[config.mk]
export PLATFORM = sky130hd
export DESIGN_NAME = bidirectional_permutation_map_core
export DESIGN_NICKNAME = d
export VERILOG_FILES = /design/src/sv/bpm_pkg.sv /design/src/sv/bpm_ram.sv /design/src/sv/bidirectional_permutation_map_core.sv
export SDC_FILE = /design/constraint.sdc
export NUM_CORES = 1
export LEC_CHECK = 0
export ABC_CLOCK_PERIOD_IN_PS = 5400
export BUFFER_PORTS_ARGS = -buffer_cell sky130_fd_sc_hd__buf_2
export CORE_UTILIZATION = 36
export CTS_CLUSTER_DIAMETER = 120
export DETAILED_ROUTE_END_ITERATION = 8
export SYNTH_ARGS = -nofsm -noshare
export SYNTH_HDL_FRONTEND = slang
export SYNTH_SLANG_ARGS = --single-unit
[constraint.sdc]
create_clock -name i_clk -period 5.4 [get_ports i_clk]
set_input_delay 0.27 -clock i_clk [delete_from_list [all_inputs] [get_ports i_clk]]
set_output_delay 0.27 -clock i_clk [all_outputs]
set_load 0.02 [all_outputs]
[src/sv/bpm_pkg.sv]
package bpm_pkg;

    localparam int MAX_ENTRIES = 64;
    localparam int IDX_W       = $clog2(MAX_ENTRIES);
    localparam int CNT_W       = 7;
    localparam int MODE_W      = 3;
    localparam int ST_W        = 2;
    localparam int CFG_IDX_W   = 1;

    localparam logic [MODE_W-1:0] MODE_ADD   = 3'd0;
    localparam logic [MODE_W-1:0] MODE_SWAP  = 3'd1;
    localparam logic [MODE_W-1:0] MODE_LK_HW = 3'd2;
    localparam logic [MODE_W-1:0] MODE_LK_PR = 3'd3;
    localparam logic [MODE_W-1:0] MODE_CLEAR = 3'd4;

    localparam logic [ST_W-1:0] ST_OK       = 2'd0;
    localparam logic [ST_W-1:0] ST_RANGE    = 2'd1;
    localparam logic [ST_W-1:0] ST_MAPPED   = 2'd2;
    localparam logic [ST_W-1:0] ST_UNMAPPED = 2'd3;

    localparam logic [CFG_IDX_W-1:0] CFG_PROG_COUNT = 1'b0;
    localparam logic [CFG_IDX_W-1:0] CFG_HW_COUNT   = 1'b1;

    localparam logic [CNT_W-1:0] COUNT_RESET = CNT_W'(MAX_ENTRIES);

endpackage

[src/sv/bpm_ram.sv]
module bpm_ram #(
    parameter int WIDTH = 8,
    parameter int DEPTH = 64
) (
    input  logic                     i_clk,
    input  logic                     i_we,
    input  logic [$clog2(DEPTH)-1:0] i_waddr,
    input  logic [WIDTH-1:0]         i_wdata,
    input  logic [$clog2(DEPTH)-1:0] i_raddr,
    output logic [WIDTH-1:0]         o_rdata
);

    logic [WIDTH-1:0] r_mem [DEPTH];

    always_ff @(posedge i_clk) begin
        if (i_we) begin
            r_mem[i_waddr] <= i_wdata;
        end
        o_rdata <= r_mem[i_raddr];
    end

endmodule

[src/sv/bidirectional_permutation_map_core.sv]
// add, clear, unused modes, rejected requests, self-swaps: o_done in the next cycle, busy stays low
// lookups pass S_LOOK, swaps S_SW_A, S_SW_B and S_SW_C; busy in these states, o_done after the last
// requests are taken only while not busy, set by the single read and write port of each table memory
// a swap reads the hardware table twice and writes each table twice
// reset clears all valid bits at once and sets both counts to 64; no clearing pass is needed
// results are shown for one cycle on o_done and cannot be held off by the receiver
module bidirectional_permutation_map_core (
    input  logic                           i_clk,
    input  logic                           i_rst_n,
    input  logic                           start,
    output logic                           busy,
    input  logic                           i_cfg_we,
    input  logic [bpm_pkg::CFG_IDX_W-1:0]  i_cfg_index,
    input  logic [bpm_pkg::CNT_W-1:0]      i_cfg_wdata,
    input  logic [bpm_pkg::MODE_W-1:0]     i_mode,
    input  logic [bpm_pkg::IDX_W-1:0]      i_prog_index,
    input  logic [bpm_pkg::IDX_W-1:0]      i_hw_index,
    input  logic [bpm_pkg::IDX_W-1:0]      i_hw_index_b,
    output logic                           o_done,
    output logic [bpm_pkg::IDX_W-1:0]      o_found_index,
    output logic                           o_is_mapped,
    output logic [bpm_pkg::ST_W-1:0]       o_status
);

    import bpm_pkg::*;

    typedef enum logic [2:0] {
        S_IDLE,
        S_LOOK,
        S_SW_A,
        S_SW_B,
        S_SW_C
    } t_state;

    t_state                 r_state;
    t_state                 w_go;
    logic [CNT_W-1:0]       r_prog_count;
    logic [CNT_W-1:0]       r_hw_count;
    logic [MAX_ENTRIES-1:0] r_prog_valid;
    logic [MAX_ENTRIES-1:0] r_hw_valid;
    logic [IDX_W-1:0]       r_ha;
    logic [IDX_W-1:0]       r_hb;
    logic [IDX_W-1:0]       r_pa;
    logic                   r_lk_hw;

    logic [CNT_W-1:0]       w_np;
    logic [CNT_W-1:0]       w_nh;
    logic                   w_p_oor;
    logic                   w_a_oor;
    logic                   w_b_oor;
    logic                   w_accept;
    logic                   w_add;
    logic                   w_clr;
    logic [ST_W-1:0]        w_res_status;

    logic                   w_p2h_we;
    logic [IDX_W-1:0]       w_p2h_waddr;
    logic [IDX_W-1:0]       w_p2h_wdata;
    logic [IDX_W-1:0]       w_p2h_rdata;
    logic                   w_h2p_we;
    logic [IDX_W-1:0]       w_h2p_waddr;
    logic [IDX_W-1:0]       w_h2p_wdata;
    logic [IDX_W-1:0]       w_h2p_raddr;
    logic [IDX_W-1:0]       w_h2p_rdata;

    assign busy     = (r_state != S_IDLE);
    assign w_accept = start && !busy;

    assign w_np = (r_prog_count > COUNT_RESET) ? COUNT_RESET : r_prog_count;
    assign w_nh = (r_hw_count > COUNT_RESET) ? COUNT_RESET : r_hw_count;

    assign w_p_oor = CNT_W'(i_prog_index) >= w_np;
    assign w_a_oor = CNT_W'(i_hw_index) >= w_nh;
    assign w_b_oor = CNT_W'(i_hw_index_b) >= w_nh;

    // request decode, range checks against the counts and checks against the valid bits
    always_comb begin
        w_res_status = ST_OK;
        w_go         = S_IDLE;
        w_add        = 1'b0;
        w_clr        = 1'b0;
        case (i_mode)
            MODE_ADD: begin
                if (w_p_oor || w_a_oor) begin
                    w_res_status = ST_RANGE;
                end else if (r_prog_valid[i_prog_index] || r_hw_valid[i_hw_index]) begin
                    w_res_status = ST_MAPPED;
                end else begin
                    w_add = 1'b1;
                end
            end
            MODE_SWAP: begin
                if (w_a_oor || w_b_oor) begin
                    w_res_status = ST_RANGE;
                end else if (i_hw_index == i_hw_index_b) begin
                    w_res_status = ST_OK;
                end else if (!r_hw_valid[i_hw_index] || !r_hw_valid[i_hw_index_b]) begin
                    w_res_status = ST_UNMAPPED;
                end else begin
                    w_go = S_SW_A;
                end
            end
            MODE_LK_HW: begin
                if (w_a_oor) begin
                    w_res_status = ST_RANGE;
                end else if (!r_hw_valid[i_hw_index]) begin
                    w_res_status = ST_UNMAPPED;
                end else begin
                    w_go = S_LOOK;
                end
            end
            MODE_LK_PR: begin
                if (w_p_oor) begin
                    w_res_status = ST_RANGE;
                end else if (!r_prog_valid[i_prog_index]) begin
                    w_res_status = ST_UNMAPPED;
                end else begin
                    w_go = S_LOOK;
                end
            end
            MODE_CLEAR: begin
                w_clr = 1'b1;
            end
            default: begin
            end
        endcase
    end

    // memory ports; a request is only taken once all writes of the previous one are done
    always_comb begin
        w_h2p_raddr = (r_state == S_SW_A) ? r_hb : i_hw_index;
        case (r_state)
            S_SW_B: begin
                w_h2p_we    = 1'b1;
                w_h2p_waddr = r_ha;
                w_h2p_wdata = w_h2p_rdata;
                w_p2h_we    = 1'b1;
                w_p2h_waddr = w_h2p_rdata;
                w_p2h_wdata = r_ha;
            end
            S_SW_C: begin
                w_h2p_we    = 1'b1;
                w_h2p_waddr = r_hb;
                w_h2p_wdata = r_pa;
                w_p2h_we    = 1'b1;
                w_p2h_waddr = r_pa;
                w_p2h_wdata = r_hb;
            end
            default: begin
                w_h2p_we    = w_accept && w_add;
                w_h2p_waddr = i_hw_index;
                w_h2p_wdata = i_prog_index;
                w_p2h_we    = w_accept && w_add;
                w_p2h_waddr = i_prog_index;
                w_p2h_wdata = i_hw_index;
            end
        endcase
    end

    bpm_ram #(
        .WIDTH (IDX_W),
        .DEPTH (MAX_ENTRIES)
    ) u_p2h_ram (
        .i_clk   (i_clk),
        .i_we    (w_p2h_we),
        .i_waddr (w_p2h_waddr),
        .i_wdata (w_p2h_wdata),
        .i_raddr (i_prog_index),
        .o_rdata (w_p2h_rdata)
    );

    bpm_ram #(
        .WIDTH (IDX_W),
        .DEPTH (MAX_ENTRIES)
    ) u_h2p_ram (
        .i_clk   (i_clk),
        .i_we    (w_h2p_we),
        .i_waddr (w_h2p_waddr),
        .i_wdata (w_h2p_wdata),
        .i_raddr (w_h2p_raddr),
        .o_rdata (w_h2p_rdata)
    );

    always_ff @(posedge i_clk) begin
        if (!i_rst_n) begin
            r_state       <= S_IDLE;
            r_prog_count  <= COUNT_RESET;
            r_hw_count    <= COUNT_RESET;
            r_prog_valid  <= '0;
            r_hw_valid    <= '0;
            r_ha          <= '0;
            r_hb          <= '0;
            r_pa          <= '0;
            r_lk_hw       <= 1'b0;
            o_done        <= 1'b0;
            o_found_index <= '0;
            o_is_mapped   <= 1'b0;
            o_status      <= ST_OK;
        end else begin
            o_done <= 1'b0;
            if (i_cfg_we) begin
                case (i_cfg_index)
                    CFG_PROG_COUNT: r_prog_count <= i_cfg_wdata;
                    CFG_HW_COUNT:   r_hw_count   <= i_cfg_wdata;
                    default: begin
                    end
                endcase
            end
            case (r_state)
                S_IDLE: begin
                    if (w_accept) begin
                        r_ha    <= i_hw_index;
                        r_hb    <= i_hw_index_b;
                        r_lk_hw <= (i_mode == MODE_LK_HW);
                        r_state <= w_go;
                        if (w_go == S_IDLE) begin
                            o_done        <= 1'b1;
                            o_found_index <= '0;
                            o_is_mapped   <= 1'b0;
                            o_status      <= w_res_status;
                        end
                        if (w_add) begin
                            r_prog_valid[i_prog_index] <= 1'b1;
                            r_hw_valid[i_hw_index]     <= 1'b1;
                        end
                        if (w_clr) begin
                            r_prog_valid <= '0;
                            r_hw_valid   <= '0;
                        end
                    end
                end
                S_LOOK: begin
                    o_done        <= 1'b1;
                    o_found_index <= r_lk_hw ? w_h2p_rdata : w_p2h_rdata;
                    o_is_mapped   <= 1'b1;
                    o_status      <= ST_OK;
                    r_state       <= S_IDLE;
                end
                S_SW_A: begin
                    r_pa    <= w_h2p_rdata;
                    r_state <= S_SW_B;
                end
                S_SW_B: begin
                    r_prog_valid[w_h2p_rdata] <= 1'b1;
                    r_state                   <= S_SW_C;
                end
                S_SW_C: begin
                    r_prog_valid[r_pa] <= 1'b1;
                    o_done             <= 1'b1;
                    o_found_index      <= '0;
                    o_is_mapped        <= 1'b0;
                    o_status           <= ST_OK;
                    r_state            <= S_IDLE;
                end
                default: begin
                    r_state <= S_IDLE;
                end
            endcase
        end
    end

    a_valid_balance: assert property (@(posedge i_clk) disable iff (!i_rst_n)
        $countones(r_prog_valid) == $countones(r_hw_valid))
        else $error("program and hardware valid counts differ");

    a_add_sets_valid: assert property (@(posedge i_clk) disable iff (!i_rst_n)
        (w_accept && w_add) |=>
        (r_prog_valid[$past(i_prog_index)] && r_hw_valid[$past(i_hw_index)]))
        else $error("add did not set both valid bits");

    a_swap_sequence: assert property (@(posedge i_clk) disable iff (!i_rst_n)
        (r_state == S_SW_A) |=> (r_state == S_SW_B) ##1 (r_state == S_SW_C) ##1 o_done)
        else $error("swap sequence broken");

    a_lookup_done: assert property (@(posedge i_clk) disable iff (!i_rst_n)
        (r_state == S_LOOK) |=> (o_done && o_is_mapped && r_state == S_IDLE))
        else $error("lookup result missing");

    a_mapped_ok: assert property (@(posedge i_clk) disable iff (!i_rst_n)
        (o_done && o_is_mapped) |-> (o_status == ST_OK))
        else $error("mapped result without ok status");

endmodule
==> summary.md, run 1 <==
| Metric | Value |
|---|---|
| Register share of total power | 52.0% |
| Vias per cell | 5.88 |
| Top Usage Layer GRT | met2 |
| Most frequent cell after synthesis | edfxtp_1 |
| Unrepaired setup endpoints after global routing | no |
| Placed cell area | roughly 43000 sq um |
| GR Util met2 | 30.3% |
| Drt first-iter violations | 2717 |
| Met3 usage | under 10% |
| Overflow after GRT | 0 |
| Final instance area | 46200 sq um |
| F_max | approximately 0.23 GHz |
| Layout Utilization | ~40% |
| Synth top area cells | edfxtp_1 (57%), dfxtp_1 (9.1%), mux4_2 (6.7%) |
| Antenna diode count | 0 |
| Internal | ~12 mW |
| Count of buffers from port buffering | 43 |
| Die Area | approximately 110000 sq um |
| Gr usage total | about a fifth |
| Rows | roughly 120 |
| Grt met1 use | a little over a quarter |
| Initial core utilization | a little over a third |
| Min Tclk post-route | between 4000 and 5000 ps |
| Die width | between 300 and 400 microns |
| Antenna Nets Post-Route | 0 |
| Final hold violation count | 0 |
| Htree depth | 3 |
| Avg Inst Size Synth | between 10 and 15 sq um |
| NetSw | between 3 and 4 mW |
| Setup TNS | 0 ps |
| Share of layout cells above drive strength 1 | about 16% |
| Via count | between 20000 and 30000 |
| Avg WL per Cell | around 24 microns |
| CP Launch Type | flip-flop |
| Global-route wire length before repair | between 150000 and 200000 microns |
| Data arrival time of the critical path | roughly 5000 ps |
| DRC errors left | 0 |
| Clock slew at reported path FFs | ~60 ps |
| Final WL | roughly 110000 microns |
| Worst-Margin Slew | ~1300 ps |
| Clk pwr share | about two fifths |
| Fin nets | between 3000 and 4000 |
| Number of setup violations in the final report | 0 |
| Post-synth EDFFs | between 700 and 800 |
| Mapped Area | around 40000 sq um |
| DP HPWL | 66600 microns |
| Post-synth ARST share | 0% |
| Post-route setup slack | ~1000 ps |
| Number of iterations in the first detailed-routing pass | 6 |
| P_leak | roughly 15 nW |
| Clock Tree Root | clkbuf_16 |
| Fillers | 10300 |
| Combinational power share | under 10% |
| Pre-CTS setup slack | between 700 and 800 ps |
| Synthesized instance count | between 2000 and 3000 |
| Yosys cell types | 72 |
| Antenna violations before repair | 1 |
| CTS max path bufs | 3 |
| Hold Crit Class | primary input to flip-flop |
| Seq cells post-synth | around 950 |
| Crit path max fanout | 96 |
| Clock Skew | 22.2 ps |
| Vias in the first global route | between 20000 and 30000 |
| Commonest cells post-synth | edfxtp_1 (768), nand2_1 (217), a22oi_1 (205) |
| Max_slew headroom | 9.64% |
| # IOs | 44 |
| Max cap viols | 0 |
| Yosys top cell area share | between 50% and 60% |
| Clk_lat worst skew | ~670 ps |
| Peak supply drop | between 0.2 and 0.25 mV |
| Routability cong. | about 0.85 |
| Main synth FF type | edfxtp_1 |
| Inserted Clock Buffers | 94 |
| Area growth syn-to-layout | 13.4% |
| DIE HEIGHT | 338 microns |
| Area of the core | 112000 sq um |
| Required time worst endpoint | between 5000 and 6000 ps |
| CTS tree | done |
| Power per cell area | between 300 and 400 nW/um^2 |
| YS warnings | 0 |
| Sink Count | 954 |
| Critical path class | flip-flop to flip-flop |
| Kind of end point of the critical path | flip-flop |
| Period utilisation layout | around four fifths |
| Yosys top cell by area | edfxtp_1 |
| Syn nets | ~3000 |
| Largest net degree at the start of global routing | between 90 and 100 |
| Outcome | finished clean |
| Fin. max-slew vios | 0 |
| Switching share of power | between 20% and 30% |
| CTS resizes | 0 |
| Multi-input logic area | around 13000 sq um |
| Seq/Total Area, Yosys | 65.7% |
| Area occupied by registers | 26800 sq um |
==> timing repair <==
item,4_1_cts,5_1_grt
hold buffers,15,0
buffers inserted,0,0
endpoints found under the hold margin,20,0
setup endpoints to repair,0,0
==> worst max-delay path, stage by stage (launching register included) <==
cell and delay (ps):
dfxtp_1 560, nor3b_4 710, buf_4 350, mux2i_4 280, buf_12 450, mux4_2 400, and2_1 170, a211oi_1 410
a311oi_1 100, a211oi_1 590, a21oi_1 140
==> path summary, 6_finish.rpt <==
check / startpoint / to / slack, ps / cells after the start
max: r_state[0] / u_h2p_ram.o_rdata[3] / 1000 / 10
min: i_mode[0] / r_lk_hw / 60 / 4
max reg2reg: r_state[0] / u_h2p_ram.o_rdata[3] / 1000 / 10
min reg2reg: o_is_mapped / o_is_mapped / 450 / 2
==> metrics by stage <==
stage	power (mW)	hold slack [ps]	instances
6_report	15.4	61.2	4582
5_1_grt	15.8	77.7	4582
4_1_cts	15.5	20.7	4582
3_5_place_dp	9.08	448	4393
3_3_place_gp	9.07	442	4393
2_1_floorplan	8.71	395	2971
==> layout by cell type, fill, tap and decap left out, types with 97 or more instances in the layout <==
cell,synthesis,routed
o21ai_0,122,120
mux4_2,121,121
dfxtp_1,186,186
clkbuf_16,0,97
a21oi_1,107,105
nand2_1,217,217
a22oi_1,205,205
edfxtp_1,768,768
buf_4,8,122
nor3_1,115,110
==> cell families after synthesis <==
kind of cell / Yosys count / share of synthesized area [%]
AOI/OAI and AO/OA: 822 / 13.8
and+or+nand+nor: 722 / 8.99
muxes: 171 / 7.97
adders and majority gates: 18 / 0.553
xor gates and xnor gates: 7 / 0.150
DFF: 954 / 65.7
buffers and inverters: 277 / 2.78
==> sequential cells by signal, summed over array words and instances (netlist names), 2 cells and up <==
register           count
r_hw_count             7
r_pa                   6
u_h2p_ram.r_mem      384
u_h2p_ram.o_rdata      6
o_status               2
r_hb                   6
u_p2h_ram.r_mem      384
u_p2h_ram.o_rdata      6
r_prog_count           7
r_ha                   6
o_found_index          6
r_state                3
r_prog_valid          64
r_hw_valid            64
==> metal layers <==
metal / vias up / share of wire (%) / wire length, microns
li1: 12000 / - / -
met1: 13700 / 44 / 48600
met2: 1139 / 47 / 52600
met3: 171 / 6.9 / 7650
met4: 0 / 2.1 / 2380
met5: - / 0 / 0
==> final cells by class <==
| type | instances | area share, % |
|---|---|---|
| inverters | 27 | 0.219 |
| flip-flops and latches | 954 | 58.0 |
| multi-input cells | 1740 | 28.2 |
| clock inverters | 59 | 1.05 |
| repair buffers | 187 | 3.08 |
| well taps | 1500 | 4.06 |
| clock buffers | 115 | 5.49 |
==> power by group through the flow <==
stage                     Combinational, mW  Sequential [mW]  Clock [mW]
after floorplan                       0.574             8.14           0
after global placement                0.916             8.16           0
after detailed placement              0.920             8.16           0
after CTS                             0.930             8.00        6.56
after global routing                  0.994             8.00        6.82
final                                 0.935             8.00        6.45
Power figures use the tool's default switching activity.
==> inputs of run 2 (changes only) <==
Settings changed: ABC_CLOCK_PERIOD_IN_PS 5400 to 4300.
Clock period 5.4 ns to 4.3 ns, I/O delays scaled along.
==> summary.md, run 2 (synthesis results as in run 1) <==
| Metric | Value |
|---|---|
| Vias in the first global route | approximately 27000 |
| Peak supply drop | between 0.2 and 0.3 mV |
| Area growth syn-to-layout | 15.8% |
| NetSw | 4.48 mW |
| CTS tree | done |
| Combinational power share | just over 6% |
| Final hold slack | 36.7 ps |
| Worst path cell trace | nor3b_4 -> mux2i_4 -> buf_12 -> mux4_2 -> and2_1 -> a211oi_1 -> a31oi_1 -> a211oi_1 -> a21oi_1 |
| Crit path max fanout | 35 |
| # IOs | 44 |
| Fin. max-slew vios | 0 |
| Drt first-iter violations | between 2000 and 3000 |
| CP Launch Type | flip-flop |
| Min Tclk post-route | ~3700 ps |
| Avg WL per Cell | between 20 and 25 microns |
| Die width | between 300 and 400 microns |
| CP max stage delay | 560 ps |
| Required time worst endpoint | ~4800 ps |
| Max cap viols | 0 |
| Overflow after GRT | 0 |
| Global-route wire length before repair | approximately 170000 microns |
| Clock Tree Root | clkbuf_16 |
| DP HPWL | ~69000 microns |
| Clock Skew | about 20 ps |
| Hold Crit Class | primary input to flip-flop |
| Clk_lat worst skew | around 670 ps |
| Antenna Nets Post-Route | 0 |
| Kind of end point of the critical path | flip-flop |
| Top Layer Used | met4 |
| Layout Utilization | between 40% and 50% |
| Power per cell area | between 400 and 500 nW/um^2 |
| Metal2 WL | 53200 microns |
| Final WL | 114000 microns |
| Routed met1 length | just under 50000 microns |
| Share of layout cells above drive strength 1 | 18.6% |
| Antenna diode count | 0 |
| Inserted Clock Buffers | between 90 and 100 |
| Number of iterations in the first detailed-routing pass | 5 |
| Internal | roughly 15 mW |
| Htree depth | 3 |
| Commonest non-fill, non-tap cell in the layout | edfxtp_1 |
| CP max stage cell | a211oi_1 |
| Register share of total power | between 50% and 60% |
| F_max | 0.269 GHz |
| Switching share of power | around 23% |
| Critical path class | flip-flop to flip-flop |
| Routability cong. | slightly below 0.9 |
| Metal3 WL | 9270 microns |
| # Post-CTS Setup Buffers | 0 |
| Cell mode on critical path | a211oi_1 |
| Most frequent cells in the layout | edfxtp_1 (768), nand2_1 (217), a22oi_1 (205), buf_4 (202), dfxtp_1 (186) |
| Unrepaired setup endpoints after global routing | no |
| Outcome | finished clean |
| Clk pwr share | between 40% and 50% |
| Final instance area | between 40000 and 50000 sq um |
| Rows | between 100 and 150 |
| Setup TNS | 0 ps |
| Area of the core | approximately 110000 sq um |
| Die Area | between 100000 and 150000 sq um |
| Largest net degree at the start of global routing | 123 |
| Final hold violation count | 0 |
| Gr usage total | between 10% and 20% |
| Vias per cell | between 5 and 6 |
| Antenna violations before repair | 1 |
| CTS resizes | 0 |
| Hold Buf Count CTS | 18 |
| Max_slew headroom | about a quarter |
| DIE HEIGHT | 338 microns |
| Sink Count | 954 |
| CTS max path bufs | 3 |
| Placed cell area | approximately 44000 sq um |
| Data arrival time of the critical path | about 4200 ps |
| Clock slew at reported path FFs | ~60 ps |
| Top flop regs | u_h2p_ram.r_mem (384), u_p2h_ram.r_mem (384) |
| Count of buffers from port buffering | 43 |
| Worst-Margin Slew | ~1100 ps |
| Number of setup violations in the final report | 0 |
| Period utilisation layout | 86.3% |
| DRC errors left | 0 |
| Via count | 27300 |
| P_leak | approximately 15 nW |
| Initial core utilization | 36.3% |
| Fin nets | 3146 |
[run 2: final cells by class]
type | instances | area, sq um
inverter | 27 | 101
fill | 10200 | 65200
clock buffer | 115 | 2500
sequential | 954 | 26800
tap | 1500 | 1880
timing repair buffer | 278 | 2210
multi-input combinational | 1740 | 13000
clock inverter | 58 | 707
[run 2: power groups by stage]
stage               sequential (mW)  clock, mW  combinational, mW
floorplan                      10.2          0              0.721
global placement               10.2          0               1.20
detailed placement             10.2          0               1.21
CTS                            10.0       8.74               1.23
global route                   10.0       9.07               1.31
finish                         10.0       8.59               1.24
[run 2: per-stage QoR]
stage                     total power [mW]  setup slack [ps]  std cells
after global placement                11.4               396       4481
after floorplan                       10.9               431       2971
after global routing                  20.4               424       4672
after CTS                             20.0               641       4672
after detailed placement              11.4               348       4481
final                                 19.9               589       4672
[run 2: critical path, delay by kind of cell (launching register included)]
family | cells | cell delay [ps]
flip-flops | 1 | 500
multiplexers | 2 | 920
buffers and inverters | 1 | 300
AO/OA/AOI/OAI | 4 | 1210
AND/OR/NAND/NOR | 2 | 560
[run 2: layer usage]
layer / vias up / global-route usage [%]
met2: 1252 / 30.6
met4: 0 / 5.24
met3: 170 / 3.22
li1: 12100 / -
met1: 13800 / 27.6
met5: - / 0
[run 2: path summary, 6_finish.rpt]
path / endpoint / slack, ps / from / cells after the start
setup / recovery: u_h2p_ram.o_rdata[3] / 590 / r_state[1] / 9
hold / removal: r_lk_hw / 40 / i_mode[2] / 4
setup reg to reg: u_h2p_ram.o_rdata[3] / 590 / r_state[1] / 9
hold reg to reg: r_hw_valid[36] / 460 / r_hw_valid[36] / 2
